==> src/bmprle_pkg.sv <==
// ----------------------------------------------------------------------------
// bmprle_pkg
// Shared types and constants of the BMP RLE8/RLE4 pixel decoder.
// ----------------------------------------------------------------------------
package bmprle_pkg;

    localparam int MAX_WIDTH_DEF = 4096;
    localparam int MAX_ROWS_DEF  = 4096;

    localparam int CFG_DATA_W  = 13;
    localparam int CFG_INDEX_W = 2;

    localparam logic [CFG_INDEX_W-1:0] CFG_MODE_RLE4   = 2'd0;
    localparam logic [CFG_INDEX_W-1:0] CFG_IMAGE_WIDTH = 2'd1;
    localparam logic [CFG_INDEX_W-1:0] CFG_IMAGE_ROWS  = 2'd2;

    // escape codes following a zero command byte
    localparam logic [7:0] ESC_EOL   = 8'd0;
    localparam logic [7:0] ESC_EOB   = 8'd1;
    localparam logic [7:0] ESC_DELTA = 8'd2;

    typedef enum logic [6:0] {
        PH_CMD = 7'b0000001,
        PH_RUN = 7'b0000010,
        PH_ESC = 7'b0000100,
        PH_DX  = 7'b0001000,
        PH_DY  = 7'b0010000,
        PH_ABS = 7'b0100000,
        PH_PAD = 7'b1000000
    } phase_t;

    typedef struct packed {
        phase_t     phase;
        logic [7:0] held_count;
        logic [7:0] absolute_left;
        logic       pad_pending;
        logic [7:0] held_x_offset;
        logic       finished;
    } ctrl_t;

    typedef struct packed {
        logic        valid;
        logic [23:0] span_start;
        logic [7:0]  span_length;
        logic [7:0]  index_even;
        logic [7:0]  index_odd;
        logic        image_done;
    } result_t;

endpackage

==> src/bmprle_decode.sv <==
// ----------------------------------------------------------------------------
// bmprle_decode
// Next-state and span logic for one compressed byte.
// ----------------------------------------------------------------------------
module bmprle_decode #(
    parameter int POS_W = 26,
    parameter int EW_W  = 13
) (
    input  bmprle_pkg::ctrl_t   ctrl_in,
    input  logic [POS_W-1:0]    pos_in,
    input  logic [POS_W-1:0]    line_in,
    input  logic [POS_W-1:0]    lbase_in,
    input  logic [7:0]          data_byte,
    input  logic                start_image,
    input  logic [EW_W+7:0]     row_step,
    input  logic                mode_rle4,
    input  logic [EW_W-1:0]     width,
    input  logic [POS_W-1:0]    total,
    output bmprle_pkg::ctrl_t   ctrl_out,
    output logic [POS_W-1:0]    pos_out,
    output logic [POS_W-1:0]    line_out,
    output logic [POS_W-1:0]    lbase_out,
    output bmprle_pkg::result_t res
);

    localparam logic [POS_W-1:0] LBaseMax = {1'b0, {(POS_W-1){1'b1}}};

    bmprle_pkg::ctrl_t c;
    logic [POS_W-1:0]  pos;
    logic [POS_W-1:0]  ln;
    logic [POS_W-1:0]  lb;
    logic [POS_W:0]    lb_sum;
    logic [7:0]        span_n;
    logic [7:0]        abs_n;
    logic [POS_W-1:0]  pos_span;
    logic [POS_W-1:0]  room;
    logic [7:0]        len;
    logic [7:0]        ev;
    logic [7:0]        od;
    logic [8:0]        b_inc;
    logic              complete;
    logic              stop;

    // span start is the position before this byte (zero after a fresh start)
    function automatic logic [23:0] pos_in_start(input logic [POS_W-1:0] p,
                                                 input logic s);
        logic [POS_W+23:0] ext;
        ext = {24'd0, p};
        return s ? 24'd0 : ext[23:0];
    endfunction

    always_comb
    begin
        c   = ctrl_in;
        pos = pos_in;
        ln  = line_in;
        lb  = lbase_in;
        if (start_image)
        begin
            c.phase         = bmprle_pkg::PH_CMD;
            c.held_count    = '0;
            c.absolute_left = '0;
            c.pad_pending   = 1'b0;
            c.held_x_offset = '0;
            c.finished      = 1'b0;
            pos = '0;
            ln  = '0;
            lb  = '0;
        end

        // pixels taken by this byte when it carries pixel data
        if (!mode_rle4)
            abs_n = 8'd1;
        else if (c.absolute_left >= 8'd2)
            abs_n = 8'd2;
        else
            abs_n = c.absolute_left;
        span_n   = (c.phase == bmprle_pkg::PH_RUN) ? c.held_count : abs_n;
        pos_span = pos + POS_W'(span_n);
        room     = total - pos;
        if (pos >= total)
            len = '0;
        else if (POS_W'(span_n) < room)
            len = span_n;
        else
            len = room[7:0];

        ev       = mode_rle4 ? {4'h0, data_byte[7:4]} : data_byte;
        od       = mode_rle4 ? {4'h0, data_byte[3:0]} : data_byte;
        b_inc    = {1'b0, data_byte} + 9'd1;
        lb_sum   = '0;
        complete = 1'b0;
        stop     = 1'b0;

        res             = '0;

        if (!c.finished)
        begin
            unique case (c.phase)
                bmprle_pkg::PH_CMD:
                begin
                    if (data_byte != 8'd0)
                    begin
                        c.held_count = data_byte;
                        c.phase      = bmprle_pkg::PH_RUN;
                    end
                    else
                    begin
                        c.phase = bmprle_pkg::PH_ESC;
                    end
                end
                bmprle_pkg::PH_RUN:
                begin
                    res.span_length = len;
                    pos             = pos_span;
                    complete        = 1'b1;
                end
                bmprle_pkg::PH_ESC:
                begin
                    priority if (data_byte == bmprle_pkg::ESC_EOL)
                    begin
                        ln     = ln + POS_W'(1);
                        lb_sum = {1'b0, lb} + (POS_W+1)'(width);
                        lb     = (lb_sum > (POS_W+1)'(LBaseMax)) ? LBaseMax : lb_sum[POS_W-1:0];
                        pos    = lb;
                        complete = 1'b1;
                    end
                    else if (data_byte == bmprle_pkg::ESC_EOB)
                    begin
                        stop = 1'b1;
                    end
                    else if (data_byte == bmprle_pkg::ESC_DELTA)
                    begin
                        c.phase = bmprle_pkg::PH_DX;
                    end
                    else
                    begin
                        c.absolute_left = data_byte;
                        c.pad_pending   = mode_rle4 ? b_inc[1] : data_byte[0];
                        c.phase         = bmprle_pkg::PH_ABS;
                    end
                end
                bmprle_pkg::PH_DX:
                begin
                    c.held_x_offset = data_byte;
                    c.phase         = bmprle_pkg::PH_DY;
                end
                bmprle_pkg::PH_DY:
                begin
                    ln     = ln + POS_W'(data_byte);
                    lb_sum = {1'b0, lb} + (POS_W+1)'(row_step);
                    lb     = (lb_sum > (POS_W+1)'(LBaseMax)) ? LBaseMax : lb_sum[POS_W-1:0];
                    pos    = pos + POS_W'(row_step) + POS_W'(c.held_x_offset);
                    complete = 1'b1;
                end
                bmprle_pkg::PH_ABS:
                begin
                    res.span_length = len;
                    pos             = pos_span;
                    c.absolute_left = c.absolute_left - abs_n;
                    if (c.absolute_left == 8'd0)
                    begin
                        if (c.pad_pending && (pos_span < total))
                            c.phase = bmprle_pkg::PH_PAD;
                        else
                            complete = 1'b1;
                    end
                end
                bmprle_pkg::PH_PAD:
                begin
                    complete = 1'b1;
                end
                default:
                begin
                    c.phase = bmprle_pkg::PH_CMD;
                end
            endcase

            if (complete)
            begin
                c.phase = bmprle_pkg::PH_CMD;
                if (pos >= total)
                    stop = 1'b1;
            end
            if (stop)
            begin
                c.finished = 1'b1;
                c.phase    = bmprle_pkg::PH_CMD;
            end

            res.valid      = (res.span_length != 8'd0) || stop;
            res.image_done = stop;
            if (res.span_length != 8'd0)
            begin
                res.span_start = pos_in_start(pos_in, start_image);
                res.index_even = ev;
                res.index_odd  = od;
            end
        end
    end

    assign ctrl_out  = c;
    assign pos_out   = pos;
    assign line_out  = ln;
    assign lbase_out = lb;

endmodule

==> src/bmp_rle_pixel_decoder_core.sv <==
// ----------------------------------------------------------------------------
// bmp_rle_pixel_decoder_core
// BMP RLE8/RLE4 stream decoder: one compressed byte in, at most one span out.
// ----------------------------------------------------------------------------
//
//  channel   signals                                    direction
//  -------   ----------------------------------------   ---------
//  input     in_valid/in_ready, data_byte, start_image    in
//  result    out_valid/out_ready, span_start, span_length,
//            index_even, index_odd, image_done            out
//  config    cfg_write, cfg_index, cfg_data               in
//
//  One byte per clock unless a stalled result or config write holds input;
//  a span's byte passes the stage 1 register, then the result register.
//  Stage 1 registers the byte and its row step (byte * width product);
//  stage 2 updates decoder state and loads the result register.
//  A config write blocks input while image size and line base
//  are recomputed. Reset clears config to RLE8, 1x1 and the decoder state.
//  A stalled result register holds stage 2; stage 1 keeps one byte queued.
//
module bmp_rle_pixel_decoder_core #(
    parameter int MAX_WIDTH = bmprle_pkg::MAX_WIDTH_DEF,
    parameter int MAX_ROWS  = bmprle_pkg::MAX_ROWS_DEF
) (
    input  logic                               clk,
    input  logic                               rst_n,
    input  logic                               in_valid,
    output logic                               in_ready,
    input  logic [7:0]                         data_byte,
    input  logic                               start_image,
    output logic                               out_valid,
    input  logic                               out_ready,
    output logic [23:0]                        span_start,
    output logic [7:0]                         span_length,
    output logic [7:0]                         index_even,
    output logic [7:0]                         index_odd,
    output logic                               image_done,
    input  logic                               cfg_write,
    input  logic [bmprle_pkg::CFG_INDEX_W-1:0] cfg_index,
    input  logic [bmprle_pkg::CFG_DATA_W-1:0]  cfg_data
);

    localparam longint MaxPixels = longint'(MAX_WIDTH) * longint'(MAX_ROWS);
    localparam int POS_W  = $clog2(MaxPixels + 256 * longint'(MAX_WIDTH) + 256) + 1;
    localparam int EW_W   = $clog2(MAX_WIDTH + 1);
    localparam int ER_W   = $clog2(MAX_ROWS + 1);
    localparam int PROD_W = EW_W + 8;
    localparam logic [POS_W-1:0] LBaseMax = {1'b0, {(POS_W-1){1'b1}}};

    // configuration
    logic              mode_reg;
    logic [EW_W-1:0]   eff_w_reg;
    logic [ER_W-1:0]   eff_r_reg;
    logic [POS_W-1:0]  total_reg;
    logic              cfg_hold_reg;
    logic [EW_W-1:0]   eff_w_next;
    logic [ER_W-1:0]   eff_r_next;

    // stage 1
    logic              s1_valid_reg;
    logic [7:0]        s1_byte_reg;
    logic              s1_start_reg;
    logic [PROD_W-1:0] s1_prod_reg;

    // decoder state
    bmprle_pkg::ctrl_t ctrl_reg;
    logic [POS_W-1:0]  pos_reg;
    logic [POS_W-1:0]  line_reg;
    logic [POS_W-1:0]  lbase_reg;

    bmprle_pkg::ctrl_t   ctrl_next;
    logic [POS_W-1:0]    pos_next;
    logic [POS_W-1:0]    line_next;
    logic [POS_W-1:0]    lbase_next;
    bmprle_pkg::result_t res;

    // result register
    logic              out_valid_reg;
    logic [23:0]       span_start_reg;
    logic [7:0]        span_length_reg;
    logic [7:0]        index_even_reg;
    logic [7:0]        index_odd_reg;
    logic              image_done_reg;

    logic                  in_fire;
    logic                  fire;
    logic [POS_W+EW_W-1:0] lbase_prod;
    logic [EW_W+ER_W-1:0]  total_prod;

    assign fire     = s1_valid_reg && (!out_valid_reg || out_ready);
    assign in_ready = !cfg_write && !cfg_hold_reg && (!s1_valid_reg || fire);
    assign in_fire  = in_valid && in_ready;

    always_comb
    begin
        if (cfg_data == '0)
            eff_w_next = EW_W'(1);
        else if (32'(cfg_data) > 32'(MAX_WIDTH))
            eff_w_next = EW_W'(MAX_WIDTH);
        else
            eff_w_next = EW_W'(cfg_data);

        if (cfg_data == '0)
            eff_r_next = ER_W'(1);
        else if (32'(cfg_data) > 32'(MAX_ROWS))
            eff_r_next = ER_W'(MAX_ROWS);
        else
            eff_r_next = ER_W'(cfg_data);
    end

    assign total_prod = (EW_W+ER_W)'(eff_w_reg) * (EW_W+ER_W)'(eff_r_reg);
    assign lbase_prod = (POS_W+EW_W)'(line_reg) * (POS_W+EW_W)'(eff_w_reg);

    always_ff @(posedge clk or negedge rst_n)
    begin
        if (!rst_n)
        begin
            mode_reg     <= 1'b0;
            eff_w_reg    <= EW_W'(1);
            eff_r_reg    <= ER_W'(1);
            total_reg    <= POS_W'(1);
            cfg_hold_reg <= 1'b0;
        end
        else
        begin
            cfg_hold_reg <= cfg_write;
            if (cfg_write)
            begin
                unique case (cfg_index)
                    bmprle_pkg::CFG_MODE_RLE4:   mode_reg  <= cfg_data[0];
                    bmprle_pkg::CFG_IMAGE_WIDTH: eff_w_reg <= eff_w_next;
                    bmprle_pkg::CFG_IMAGE_ROWS:  eff_r_reg <= eff_r_next;
                    default: ;
                endcase
            end
            if (cfg_hold_reg)
                total_reg <= POS_W'(total_prod);
        end
    end

    always_ff @(posedge clk or negedge rst_n)
    begin
        if (!rst_n)
        begin
            s1_valid_reg <= 1'b0;
        end
        else if (in_fire)
        begin
            s1_valid_reg <= 1'b1;
        end
        else if (fire)
        begin
            s1_valid_reg <= 1'b0;
        end
    end

    always_ff @(posedge clk)
    begin
        if (in_fire)
        begin
            s1_byte_reg  <= data_byte;
            s1_start_reg <= start_image;
            s1_prod_reg  <= PROD_W'(data_byte) * PROD_W'(eff_w_reg);
        end
    end

    bmprle_decode #(
        .POS_W (POS_W),
        .EW_W  (EW_W)
    ) u_decode (
        .ctrl_in     (ctrl_reg),
        .pos_in      (pos_reg),
        .line_in     (line_reg),
        .lbase_in    (lbase_reg),
        .data_byte   (s1_byte_reg),
        .start_image (s1_start_reg),
        .row_step    (s1_prod_reg),
        .mode_rle4   (mode_reg),
        .width       (eff_w_reg),
        .total       (total_reg),
        .ctrl_out    (ctrl_next),
        .pos_out     (pos_next),
        .line_out    (line_next),
        .lbase_out   (lbase_next),
        .res         (res)
    );

    always_ff @(posedge clk or negedge rst_n)
    begin
        if (!rst_n)
        begin
            ctrl_reg.phase         <= bmprle_pkg::PH_CMD;
            ctrl_reg.held_count    <= '0;
            ctrl_reg.absolute_left <= '0;
            ctrl_reg.pad_pending   <= 1'b0;
            ctrl_reg.held_x_offset <= '0;
            ctrl_reg.finished      <= 1'b0;
            pos_reg   <= '0;
            line_reg  <= '0;
            lbase_reg <= '0;
        end
        else if (fire)
        begin
            ctrl_reg  <= ctrl_next;
            pos_reg   <= pos_next;
            line_reg  <= line_next;
            lbase_reg <= lbase_next;
        end
        else if (cfg_hold_reg)
        begin
            // width may have changed: rebuild line start from line count
            if (lbase_prod > (POS_W+EW_W)'(LBaseMax))
                lbase_reg <= LBaseMax;
            else
                lbase_reg <= POS_W'(lbase_prod);
        end
    end

    always_ff @(posedge clk or negedge rst_n)
    begin
        if (!rst_n)
        begin
            out_valid_reg <= 1'b0;
        end
        else if (fire && res.valid)
        begin
            out_valid_reg <= 1'b1;
        end
        else if (out_ready)
        begin
            out_valid_reg <= 1'b0;
        end
    end

    always_ff @(posedge clk)
    begin
        if (fire && res.valid)
        begin
            span_start_reg  <= res.span_start;
            span_length_reg <= res.span_length;
            index_even_reg  <= res.index_even;
            index_odd_reg   <= res.index_odd;
            image_done_reg  <= res.image_done;
        end
    end

    assign out_valid   = out_valid_reg;
    assign span_start  = span_start_reg;
    assign span_length = span_length_reg;
    assign index_even  = index_even_reg;
    assign index_odd   = index_odd_reg;
    assign image_done  = image_done_reg;

    a_cfg_blocks_input: assert property (@(posedge clk) disable iff (!rst_n)
        cfg_write |=> !in_ready)
        else $error("input accepted right after a config write");

    a_done_silences: assert property (@(posedge clk) disable iff (!rst_n)
        (fire && ctrl_reg.finished && !s1_start_reg && out_ready) |=> !out_valid_reg)
        else $error("result produced after image end");

    a_empty_span_is_done: assert property (@(posedge clk) disable iff (!rst_n)
        (out_valid_reg && (span_length_reg == 8'd0)) |-> image_done_reg)
        else $error("zero-length transaction without image_done");

    a_done_sets_finished: assert property (@(posedge clk) disable iff (!rst_n)
        (fire && res.valid && res.image_done) |=> ctrl_reg.finished)
        else $error("image_done issued but decoder not finished");

endmodule
==> config.mk <==
export PLATFORM = sky130hd
export DESIGN_NAME = bmp_rle_pixel_decoder_core
export DESIGN_NICKNAME = d
export VERILOG_FILES = /design/src/bmprle_pkg.sv /design/src/bmprle_decode.sv /design/src/bmp_rle_pixel_decoder_core.sv
export SDC_FILE = /design/constraint.sdc
export NUM_CORES = 2
export LEC_CHECK = 0
export BUFFER_PORTS_ARGS = -buffer_cell sky130_fd_sc_hd__buf_4
export CAP_MARGIN = 10
export CORE_AREA = 2 2 262 264
export DETAILED_ROUTE_END_ITERATION = 12
export DIE_AREA = 0 0 264 266
export PLACE_DENSITY_LB_ADDON = 0.05
export SLEW_MARGIN = 10
export SYNTH_ARGS = -nofsm -noshare
export SYNTH_HDL_FRONTEND = slang
export SYNTH_SLANG_ARGS = --single-unit
==> constraint.sdc <==
create_clock -name clk -period 20.6 [get_ports clk]
set_input_delay 4.12 -clock clk [delete_from_list [all_inputs] [get_ports clk]]
set_output_delay 4.12 -clock clk [all_outputs]
set_load 0.03 [all_outputs]
==> key figures <==
Run status
  • Status: completed

Pwr
  • Comb pwr share: 55.8%
  • Leakage: 19.8 nW
  • VDD IR max: 0.0643 mV
  • Sw power: 0.00132 W
  • Internal Power: 0.00148 W
  • Seq pwr share: 24.7%
  • Power per Cell Area: 66.5 mW/mm²
  • Sw frac: 47.1%
  • Clock share of power: 19.5%

CTS
  • Post-cts sizing count: 0
  • Root buffer cell: clkbuf_16
  • CTS sink cnt: 242
  • Maximum clock insertion buffer count: 3
  • Reg clk slew, reported paths: 60 ps
  • Clk_lat worst skew: 610 ps
  • Setup Buffers After CTS: 0
  • CTS tree: done
  • Num CTS Buffers: 30
  • Cts hold-fix bufs: 0
  • Number of H-tree levels: 1

Worst setup path
  • Most used cell, CP: buf_4
  • CP Max Fanout: 2
  • Setup crit end kind: primary output
  • Critical Path RT: 16,480 ps
  • Crit-path cells: buf_4 -> nor2b_1 -> a211oi_1 -> buf_4
  • Setup Crit Path Kind: in2out
  • Reg2reg path depth: 21
  • Type of origin of the critical path: input pin
  • FF-to-FF Start: eff_w_reg[2]
  • Worst EP arrival: 4920 ps
  • Flop-to-flop setup slack: 11,930 ps
  • CP max stage delay: 330 ps
  • Reg2reg end: lbase_reg[0]
  • Slowest CP cell: nor2b_1

Timing
  • Least-Margin Pin Slew: 1260 ps
  • Final Cycle Share: 43.9%
  • Max frequency: 0.111 GHz
  • Clk_skew: 35.1 ps
  • Final Setup Violations: 0
  • Setup repair after global routing missed its margin: no
  • Setup ws final: 11,560 ps
  • Crit path time final: 9040 ps
  • Max Transition Viols Final: 0
  • Final setup TNS: 0 ps
  • Final number of hold-violating endpoints: 0
  • Slew headroom: 15.7%

Route
  • Drt wl/cell: 22.3 µm
  • TritonRoute pass-1 iters: 5
  • Metal3 WL: 11,000 µm
  • DR iter-0 viols: 3,419
  • DR vias: 34,600
  • Highest Signal Layer: met5
  • Final ANT Viol Nets: 0
  • Wl on met1: 54,600 µm
  • DRC Markers: 0
  • Via density: 6.22
  • Met2 Wirelength: 53,700 µm
  • WL final: 124,000 µm

Synthesis
  • Synth Cell Area: 0.0400 mm²
  • Largest cells by area after synthesis: fa_1 23%, ha_1 11%, dfrtp_1 10%, nand2_1 6.1%, edfxtp_1 5.6%
  • Yosys Warn Count: 0
  • Asr flop ratio synth: 69.0%
  • Synth top area share: 23.2%
  • Post-synth top area cell: fa_1
  • Synth Register Bits: 242
  • Mapped Cells: 4,758
  • Avg Cell Area, Syn: 8.41 µm²
  • Sequential area share after synthesis: 16.1%
  • Synth cell count leaders: 655 x nand2_1, 587 x inv_1, 464 x fa_1, 361 x ha_1, 270 x and2_1
  • Dominant synthesized flop cell: dfrtp_1
  • Number of synthesized flops with an enable pin: 75
  • Count leader, synth: nand2_1
  • Synth unique cells: 103

Place
  • Count of buffers from port buffering: 79
  • Final GP Congestion: 0.990
  • Cell area after placement: 0.0411 mm²
  • Dpl ws: 11,580 ps
  • Dpl hpwl: 93,800 µm

Min path
  • Type of the most critical hold path: reg2reg
  • HP Start: ctrl_reg[18]
  • Hold endpoint: ctrl_reg[18]
  • WHS Path Cells: 1

Floorplan
  • Io pins: 80
  • Core area: 0.0677 mm²
  • Die X: 264 µm
  • DIE HEIGHT: 266 µm
  • Initial Utilization: 59.1%
  • FP Rows: 96
  • DIE AREA: 0.0702 mm²

Cells and area
  • Post-route cell area: 0.0421 mm²
  • Largest register FFs: 33
  • Share of cells above drive strength 1: 5.64%
  • Final core occ: 62.1%
  • Area grow syn2layout: 5.14%
  • Layout Nets: 5,507

Job
  • Number of max-cap violations: 0

GRT
  • Largest net degree at the start of global routing: 117
  • Number of global-route vias before repair: 34,200
  • All-layer global routing usage: 35.9%
  • Grt ovf: 0
  • First-pass GRT wire length: 198,000 µm
  • Initial antenna violation count: 4
==> final cells by class <==
class	instances	area, µm²
Antenna cell	1	2.50
Clock buffer	42	816
Clock inverter	14	158
Fill cell	6141	25700
Inverter	589	2210
Multi-Input combinational cell	3667	30400
Sequential cell	242	6450
Tap cell	882	1100
Timing Repair Buffer	123	940
==> worst max-delay path by stage <==
stage,start,end,slack [ps],depth (start not counted)
after floorplan,s1_start_reg,image_done,11120,34
after global placement,out_ready,in_ready,11580,4
after detailed placement,out_ready,in_ready,11580,4
after CTS,out_ready,in_ready,11580,4
after global routing,eff_w_reg[2],lbase_reg[0],11450,21
final,out_ready,in_ready,11560,4
==> power by group through the flow <==
stage,clock network (W),registers [W],logic [W]
6_report,0.000546,0.000691,0.00156
3_5_place_dp,0,0.000693,0.00152
5_1_grt,0.000567,0.000699,0.00173
4_1_cts,0.000550,0.000686,0.00153
3_3_place_gp,0,0.000693,0.00151
2_1_floorplan,0,0.000617,0.00116
==> placed cells by master, fill, tap and decap left out, types with 22 or more instances in the layout <==
master / n
a211oi_1: 30
a21o_1: 62
a21oi_1: 206
a22oi_1: 22
a31oi_1: 34
and2_1: 270
and3_1: 26
buf_4: 121
clkbuf_16: 30
dfrtp_1: 151
edfxtp_1: 75
fa_1: 464
ha_1: 361
inv_1: 587
mux2_2: 24
mux2i_1: 34
nand2_1: 655
nand2b_1: 41
nand3_1: 97
nand4_1: 63
nor2_1: 207
nor2b_1: 76
nor3_1: 96
nor4_1: 26
o211ai_1: 35
o21a_1: 28
o21ai_0: 231
o22ai_1: 27
o31ai_1: 26
xnor2_1: 136
xor2_1: 42
==> stage by stage <==
stage | total power, W | cells | hold slack [ps]
after floorplan | 0.00178 | 4762 | 449
after global placement | 0.00220 | 5503 | 468
after detailed placement | 0.00222 | 5503 | 473
after CTS | 0.00277 | 5559 | 487
after global routing | 0.00300 | 5559 | 502
final | 0.00280 | 5560 | 492
==> cell families after synthesis <==
family / after synthesis / share of synthesized area [%]
AOI/OAI and AO/OA: 924 / 15.1
xor gates and xnor gates: 178 / 3.89
adders and majority gates: 831 / 34.6
buffers and inverters: 853 / 8.12
DFF: 242 / 16.1
muxes: 59 / 1.56
other: 1 / 0.00937
and+or+nand+nor: 1670 / 20.5
==> critical path, delay by kind of cell <==
kind / cells / cell delay [ps]
buffers and inverters: 2 / 310
AND/OR/NAND/NOR: 1 / 330
AO/OA/AOI/OAI: 1 / 150
==> routing by layer <==
metal,vias up,track usage [%]
met5,-,0
met4,2,12.7
met3,239,5.16
met2,1512,54.7
met1,17100,52.2
li1,15800,-
Note: power is estimated with default switching activity, not from simulation.
